--- src/rtl/core/hpe_pkg.sv ---
// ----------------------------------------------------------------------------
// hpe_pkg: shared types and constants for the Hermite polynomial evaluator
// Holds the sequencer state type and the fixed datapath widths.
// ----------------------------------------------------------------------------
package hpe_pkg;

    // Word widths fixed by the interface
    localparam int DATA_W = 64;
    localparam int X_W    = 32;
    localparam int ORD_W  = 5;

    // Shared multiplier: 33 x 33 signed, 32-bit halves plus a sign/zero bit
    localparam int HALF_W = 32;
    localparam int MUL_W  = HALF_W + 1;
    localparam int PROD_W = 2 * MUL_W;

    // Accumulator holds x * He_k exactly (32 x 64 bits)
    localparam int ACC_W  = 96;

    typedef enum logic [3:0] {
        ST_IDLE,
        ST_CHECK,
        ST_XLO,
        ST_XHI,
        ST_KLO,
        ST_KHI,
        ST_KFIN,
        ST_DLO,
        ST_DHI,
        ST_DFIN,
        ST_DONE
    } state_t;

endpackage

--- src/rtl/core/hermite_polynomial_eval_core.sv ---
// ----------------------------------------------------------------------------
// hermite_polynomial_eval_core: probabilists' Hermite polynomial evaluator
// Computes He_n(x) or n*He_{n-1}(x) in signed fixed point by the three-term
// recurrence on one shared 33x33 multiplier and one shared wide adder.
// ----------------------------------------------------------------------------
// A word is taken when start is high and busy is low; the answer appears on
// result/overflow with done high for exactly one cycle and cannot be held
// off, so capture it on that cycle. With m = order (value) or order-1
// (derivative), an item runs max(m-1, 0) recurrence steps, plus the DLO,
// DHI and DFIN states for a derivative with nonzero order, between CHECK
// and DONE. Each recurrence step makes four passes through the shared
// multiplier for the two 32-bit halves of x*He_k and of k*He_{k-1}, then
// the final subtract and saturate. A new word may be started in the same
// cycle that done is high. Order is clamped to MAX_ORDER; any saturation
// to the 64-bit range sets overflow.
module hermite_polynomial_eval_core
    import hpe_pkg::*;
#(
    parameter int MAX_ORDER = 31,
    parameter int FRAC_BITS = 24
)
(
    input  logic                     clk,
    input  logic                     rst_n,
    input  logic                     start,
    output logic                     busy,
    input  logic                     op,
    input  logic signed [X_W-1:0]    x,
    input  logic [ORD_W-1:0]         order,
    output logic                     done,
    output logic signed [DATA_W-1:0] result,
    output logic                     overflow
);

    localparam int N_W   = $clog2(MAX_ORDER + 1);
    localparam int CMP_W = 8;

    // Sequencer and control
    state_t           state_reg, state_next;
    logic [N_W-1:0]   k_reg, k_next;
    logic [N_W-1:0]   n_reg, n_next;
    logic [N_W-1:0]   m_reg, m_next;
    logic             op_reg, op_next;
    logic             ovf_reg, ovf_next;

    // Datapath
    logic signed [X_W-1:0]    x_reg, x_next;
    logic signed [DATA_W-1:0] prev_reg, prev_next;
    logic signed [DATA_W-1:0] cur_reg, cur_next;
    logic signed [DATA_W-1:0] result_reg, result_next;
    logic signed [ACC_W-1:0]  acc_reg, acc_next;
    logic signed [PROD_W-1:0] prod_reg, prod_next;

    // Shared units
    logic signed [MUL_W-1:0]  mul_a, mul_b;
    logic signed [ACC_W-1:0]  add_a, add_b, add_sum;
    logic                     add_sub;
    logic signed [ACC_W-1:0]  prod_ext, prod_sh;
    logic signed [DATA_W-1:0] sat_val;
    logic                     sat_ovf;
    logic signed [DATA_W-1:0] hsel;
    logic [N_W-1:0]           k_inc;
    logic [N_W-1:0]           n_in;
    logic [CMP_W-1:0]         ord_ext;
    logic                     take;

    assign take    = start && !busy;
    assign k_inc   = k_reg + 1'b1;
    assign hsel    = (m_reg == '0) ? prev_reg : cur_reg;
    assign ord_ext = CMP_W'(order);
    assign n_in    = (ord_ext > CMP_W'(MAX_ORDER)) ? N_W'(MAX_ORDER) : N_W'(ord_ext);

    // Shared multiplier, registered
    assign prod_next = mul_a * mul_b;

    always_comb
    begin
        mul_a = '0;
        mul_b = '0;
        case (state_reg)
            ST_XLO:
            begin
                mul_a = MUL_W'(x_reg);
                mul_b = $signed({1'b0, cur_reg[HALF_W-1:0]});
            end
            ST_XHI:
            begin
                mul_a = MUL_W'(x_reg);
                mul_b = MUL_W'($signed(cur_reg[DATA_W-1:HALF_W]));
            end
            ST_KLO:
            begin
                mul_a = $signed({1'b0, (MUL_W-1)'(k_reg)});
                mul_b = $signed({1'b0, prev_reg[HALF_W-1:0]});
            end
            ST_KHI:
            begin
                mul_a = $signed({1'b0, (MUL_W-1)'(k_reg)});
                mul_b = MUL_W'($signed(prev_reg[DATA_W-1:HALF_W]));
            end
            ST_DLO:
            begin
                mul_a = $signed({1'b0, (MUL_W-1)'(n_reg)});
                mul_b = $signed({1'b0, hsel[HALF_W-1:0]});
            end
            ST_DHI:
            begin
                mul_a = $signed({1'b0, (MUL_W-1)'(n_reg)});
                mul_b = MUL_W'($signed(hsel[DATA_W-1:HALF_W]));
            end
            default:
            begin
                mul_a = '0;
                mul_b = '0;
            end
        endcase
    end

    // Shared adder with operand select
    assign prod_ext = ACC_W'(prod_reg);
    assign prod_sh  = prod_ext <<< HALF_W;

    always_comb
    begin
        add_a   = acc_reg;
        add_b   = prod_sh;
        add_sub = 1'b0;
        case (state_reg)
            ST_KHI:
            begin
                add_a   = acc_reg >>> FRAC_BITS;
                add_b   = prod_ext;
                add_sub = 1'b1;
            end
            ST_KFIN:
            begin
                add_sub = 1'b1;
            end
            default:
            begin
                add_a   = acc_reg;
                add_b   = prod_sh;
                add_sub = 1'b0;
            end
        endcase
    end

    assign add_sum = add_sub ? (add_a - add_b) : (add_a + add_b);

    // Clamp the adder output to the 64-bit signed range
    always_comb
    begin
        if ((&add_sum[ACC_W-1:DATA_W-1]) || !(|add_sum[ACC_W-1:DATA_W-1]))
        begin
            sat_val = add_sum[DATA_W-1:0];
            sat_ovf = 1'b0;
        end
        else
        begin
            sat_val = add_sum[ACC_W-1] ? {1'b1, {(DATA_W-1){1'b0}}}
                                       : {1'b0, {(DATA_W-1){1'b1}}};
            sat_ovf = 1'b1;
        end
    end

    // Next state
    always_comb
    begin
        state_next = state_reg;
        case (state_reg)
            ST_IDLE:
            begin
                if (start)
                begin
                    state_next = ST_CHECK;
                end
            end
            ST_CHECK:
            begin
                if (k_reg < m_reg)
                begin
                    state_next = ST_XLO;
                end
                else if (op_reg && (n_reg != '0))
                begin
                    state_next = ST_DLO;
                end
                else
                begin
                    state_next = ST_DONE;
                end
            end
            ST_XLO:  state_next = ST_XHI;
            ST_XHI:  state_next = ST_KLO;
            ST_KLO:  state_next = ST_KHI;
            ST_KHI:  state_next = ST_KFIN;
            ST_KFIN:
            begin
                if (k_inc < m_reg)
                begin
                    state_next = ST_XLO;
                end
                else if (op_reg)
                begin
                    state_next = ST_DLO;
                end
                else
                begin
                    state_next = ST_DONE;
                end
            end
            ST_DLO:  state_next = ST_DHI;
            ST_DHI:  state_next = ST_DFIN;
            ST_DFIN: state_next = ST_DONE;
            ST_DONE:
            begin
                state_next = start ? ST_CHECK : ST_IDLE;
            end
            default: state_next = ST_IDLE;
        endcase
    end

    // Datapath and control updates
    always_comb
    begin
        k_next      = k_reg;
        n_next      = n_reg;
        m_next      = m_reg;
        op_next     = op_reg;
        ovf_next    = ovf_reg;
        x_next      = x_reg;
        prev_next   = prev_reg;
        cur_next    = cur_reg;
        result_next = result_reg;
        acc_next    = acc_reg;
        case (state_reg)
            ST_CHECK:
            begin
                if (!(k_reg < m_reg))
                begin
                    if (op_reg)
                    begin
                        result_next = '0;
                    end
                    else
                    begin
                        result_next = hsel;
                    end
                end
            end
            ST_XHI, ST_DHI:
            begin
                acc_next = prod_ext;
            end
            ST_KLO, ST_KHI:
            begin
                acc_next = add_sum;
            end
            ST_KFIN:
            begin
                prev_next   = cur_reg;
                cur_next    = sat_val;
                result_next = sat_val;
                k_next      = k_inc;
                ovf_next    = ovf_reg | sat_ovf;
            end
            ST_DFIN:
            begin
                result_next = sat_val;
                ovf_next    = ovf_reg | sat_ovf;
            end
            default:
            begin
                k_next = k_reg;
            end
        endcase

        // Load a new word; a derivative at order zero runs no steps
        if (take)
        begin
            op_next   = op;
            n_next    = n_in;
            m_next    = (op && (n_in != '0)) ? (n_in - 1'b1) : n_in;
            k_next    = N_W'(1);
            ovf_next  = 1'b0;
            x_next    = x;
            prev_next = DATA_W'(1) << FRAC_BITS;
            cur_next  = DATA_W'(x);
        end
    end

    // Outputs
    always_comb
    begin
        busy     = !((state_reg == ST_IDLE) || (state_reg == ST_DONE));
        done     = (state_reg == ST_DONE);
        result   = result_reg;
        overflow = ovf_reg;
    end

    // Control registers
    always_ff @(posedge clk or negedge rst_n)
    begin
        if (!rst_n)
        begin
            state_reg <= ST_IDLE;
            k_reg     <= '0;
            n_reg     <= '0;
            m_reg     <= '0;
            op_reg    <= 1'b0;
            ovf_reg   <= 1'b0;
        end
        else
        begin
            state_reg <= state_next;
            k_reg     <= k_next;
            n_reg     <= n_next;
            m_reg     <= m_next;
            op_reg    <= op_next;
            ovf_reg   <= ovf_next;
        end
    end

    // Payload registers
    always_ff @(posedge clk)
    begin
        x_reg      <= x_next;
        prev_reg   <= prev_next;
        cur_reg    <= cur_next;
        result_reg <= result_next;
        acc_reg    <= acc_next;
        prod_reg   <= prod_next;
    end

    // Checks
    a_take_busy: assert property (@(posedge clk) disable iff (!rst_n)
        (start && !busy) |=> busy)
        else $error("accepted word did not raise busy");

    a_done_pulse: assert property (@(posedge clk) disable iff (!rst_n)
        done |=> !done)
        else $error("done held for more than one cycle");

    a_step_bound: assert property (@(posedge clk) disable iff (!rst_n)
        (state_reg == ST_XLO) |-> (k_reg < m_reg))
        else $error("recurrence step started past the target order");

    a_deriv_zero: assert property (@(posedge clk) disable iff (!rst_n)
        (done && op_reg && (n_reg == '0)) |-> ((result == '0) && !overflow))
        else $error("derivative at order zero is not zero");

endmodule

--- config.mk ---
export PLATFORM = sky130hd
export DESIGN_NAME = hermite_polynomial_eval_core
export DESIGN_NICKNAME = d
export VERILOG_FILES = /design/src/rtl/core/hpe_pkg.sv /design/src/rtl/core/hermite_polynomial_eval_core.sv
export SDC_FILE = /design/constraint.sdc
export NUM_CORES = 2
export LEC_CHECK = 0
export ABC_AREA = 1
export BUFFER_PORTS_ARGS = -buffer_cell sky130_fd_sc_hd__buf_2
export CAP_MARGIN = 20
export CORE_MARGIN = 2
export CORE_UTILIZATION = 60
export CTS_CLUSTER_SIZE = 14
export DETAILED_ROUTE_END_ITERATION = 6
export GPL_ROUTABILITY_DRIVEN = 0
export MAX_ROUTING_LAYER = met4
export PLACE_DENSITY_LB_ADDON = 0.3
export SLEW_MARGIN = 20
export SYNTH_ARGS = -nofsm -noshare
export SYNTH_HDL_FRONTEND = slang
export SYNTH_SLANG_ARGS = --single-unit
export TNS_END_PERCENT = 10
--- constraint.sdc ---
create_clock -name clk -period 8.4 [get_ports clk]
set_input_delay 1.26 -clock clk [delete_from_list [all_inputs] [get_ports clk]]
set_output_delay 1.26 -clock clk [all_outputs]
set_load 0.05 [all_outputs]
==> impl_results.md <==
* Number of enable flip-flop cells after synthesis at 256
* Post-route non-filler standard cell count at 12,065
* PortBufs at 107
* Initial Util at 0.604
* DR iter-0 viols at 10,073
* CTS Buf Count at 43
* Cells after Synth at 10,041
* Fin. Hold Viols at 0
* Cell Area, Synth at 0.0714 sq mm
* Max stage delay on crit path at 0.63 ns
* Via/cell ratio at 5.81
* Measured slew at the worst slew-check pin at 1.26 ns
* Sequential cell area fraction in the yosys report at 0.152
* Chip width at 349 um
* Die height at 349 um
* Final setup TNS at -0.648 ns
* Vias in the first global route at 66,020
* Final cycle utilization of the critical path at 1.01
* GRT Residual Overflow at 0
* Synth Flop Type: edfxtp_1
* Share of cells above drive strength 1 at 0.118
* Syn_nets at 11,527
* Hold_ws at 0.507 ns
* Row Count at 126
* Nets at 11,960
* Latest clock arrival within the worst-skew pair at 0.64 ns
* Max-slew violation count at 0
* Max reg flops at 96
* RSZ-0062 raised after global routing: true
* Clock root cell: clkbuf_16
* Max Freq at 0.117 GHz
* Clk slew on worst S/H paths at 0.07 ns
* Placed cell count at 11,852
* Minimum clock period at 8.53 ns
* Post-route ant nets at 0
* Boundary Pins at 108
* DR vias at 70,132
* Worst min-delay path class: flop to flop
* Global-route wire length before repair at 372,000 um
* Routed wire per std cell at 22.0 um
* Kind of critical path: flop to flop
* Drt first pass iters at 7
* Htree depth at 2
* Startpoint class of the critical path: flop
* Drt total wl at 265,000 um
* Clock sink count at 407
* CTS Hold Bufs at 0
* Clock Path Buffers at 3
* Worst EP required at 8.90 ns
* Flops & latches, synth at 407
* Violated checks: DRC, setup timing
* Outcome: finished with violations
* Slew Limit Headroom at 0.151
* TritonCTS clock tree: done
* CP max-delay cell: fa_2
* Yosys warns at 0
* Syn_area_per_cell at 7.11 sq um
* Nature of the critical path endpoint: flop
* Max-cap violations at 0
* Post-DP HPWL at 203,000 um
* Initial antenna violation count at 12
* Setup violators final at 10
* Area grow syn2layout at 15.5%
* Worst-case clock skew at 0.0397 ns
* Async S/R FF share, synth at 0.0516
* Largest net degree at the start of global routing at 94
* Arrival @ worst endpoint at 9.03 ns
* Setup WS post-layout at -0.126 ns
* Core area at 0.118 sq mm
* Synth unique cells at 63
* Die Area at 0.122 sq mm
* All-Layer GR Usage at 0.414
* Crit path max fanout at 16
* DRC violations left at 103
-- worst max-delay path: cells and delay by family (launching register included) --
family	cells	cell delay (ns)
flip-flops	1	0.39
AND/OR/NAND/NOR	9	1.36
XOR/XNOR	1	0.15
buffers and inverters	11	1.58
AO/OA/AOI/OAI	2	0.42
adder cells (fa/ha/maj)	9	4.45
-- layout by cell type (no fill, tap or decap), types with 9 or more instances in the layout --
cell	Yosys	routed
a21oi_1	198	149
a21oi_2	1	43
a221oi_1	24	17
a31oi_1	29	19
buf_12	0	98
buf_2	21	107
buf_4	2	472
buf_6	12	36
clkbuf_16	0	77
dfrtp_1	21	19
dfxtp_1	130	130
diode_2	0	21
edfxtp_1	256	256
fa_1	1123	1068
fa_2	0	55
ha_1	322	285
ha_4	0	33
inv_1	2595	2559
inv_2	17	49
nand2_1	3308	3253
nand2_2	6	53
nand2_4	2	10
nand3_1	225	204
nand3_2	1	9
nand3_4	0	14
nand4_1	76	76
nor2_1	513	478
nor2_2	2	29
nor2_4	2	10
nor3_1	39	35
nor4_1	11	9
o211ai_1	9	9
o21a_1	10	10
o21ai_0	380	299
o21ai_1	53	86
o21ai_2	15	60
o21bai_1	16	16
o22ai_1	32	32
xnor2_1	68	66
xor2_1	131	128
-- final timing paths --
path / startpoint / end / slack (ns) / cells past startpoint
max reg2reg: m_reg[1]$_DFFE_PN0P_ / prod_reg[62]$_DFF_P_ / -0.13 / 32
min in group asynchronous: rst_n / k_reg[4]$_DFFE_PN0P_ / 0.61 / 1
min: n_reg[0]$_DFFE_PN0P_ / n_reg[0]$_DFFE_PN0P_ / 0.51 / 2
min reg2reg: n_reg[0]$_DFFE_PN0P_ / n_reg[0]$_DFFE_PN0P_ / 0.51 / 2
max in group asynchronous: rst_n / state_reg[0]$_DFFE_PN0P_ / 7.41 / 1
max: m_reg[1]$_DFFE_PN0P_ / prod_reg[62]$_DFF_P_ / -0.13 / 32
-- cell usage after synthesis, types with 4 or more instances --
library cell,instances,area share
o21ai_1,53,0.0037
and3_1,6,0.00053
dfxtp_1,130,0.036
a21oi_1,198,0.014
a21o_1,6,0.00063
buf_6,12,0.0019
a21boi_0,4,0.00042
nand2_2,6,0.00053
edfxtp_1,256,0.11
fa_1,1123,0.32
dfrtp_1,21,0.0074
clkbuf_1,273,0.014
nor4_1,11,0.00096
buf_1,51,0.0027
a221oi_1,24,0.0029
nand4_1,76,0.0067
o21a_1,10,0.0011
o21ai_0,380,0.027
o31ai_1,5,0.00053
o21bai_1,16,0.0017
nor2_1,513,0.027
nand2_1,3308,0.17
and2_1,7,0.00061
o22ai_1,32,0.0028
nand3b_1,6,0.00063
buf_2,21,0.0015
nor3_1,39,0.0027
inv_2,17,0.00089
buf_8,4,0.00084
ha_1,322,0.056
nand3_1,225,0.016
xnor2_1,68,0.0083
o21ai_2,15,0.0018
o211ai_1,9,0.00095
xor2_1,131,0.016
inv_1,2595,0.14
a31oi_1,29,0.0025
-- per-layer routing --
metal | share of wire | track usage | vias to the layer above
met3 | 0.16 | 0.110 | 1451
met5 | 0 | - | -
met2 | 0.42 | 0.605 | 5530
met4 | 0.087 | 0.262 | 0
met1 | 0.33 | 0.512 | 32924
li1 | - | - | 30227
-- cell families after synthesis --
kind of cell | after synthesis | synth area share
adder cells (fa/ha/maj) | 1445 | 0.371
buffers and inverters | 2979 | 0.159
AO/OA/AOI/OAI | 796 | 0.0614
AND/OR/NAND/NOR | 4214 | 0.232
multiplexers | 1 | 0.000140
flip-flops | 407 | 0.152
XOR/XNOR | 199 | 0.0244
-- area by class of cell --
cell class | count | area (sq um)
antenna | 21 | 52.6
clock buffer | 53 | 1190
clock inverter | 26 | 287
fill | 8990 | 35700
inverter | 2616 | 9840
multi-input combinational | 6656 | 51000
sequential | 407 | 10800
tap | 1536 | 1920
timing repair buffer | 750 | 7330
-- what timing repair did --
action                     4_1_cts  5_1_grt
gates cloned                     0       42
setup endpoints to repair       17      141
buffers inserted                 1       71
resized for setup               14      506
pin swaps                        3      148
-- stage by stage --
stage / util / cell area [sq um] / setup WS (ns)
final: 0.698 / 82400 / -0.126
after global routing: 0.698 / 82400 / -0.343
after CTS: 0.669 / 79000 / -0.00205
after detailed placement: 0.656 / 77400 / -0.133
after global placement: 0.656 / 77400 / -0.0563
after floorplan: - / 71400 / 0.0357
Power is not shown: default switching activity piles up to over one toggle a cycle in this logic, so the estimate is an artifact.
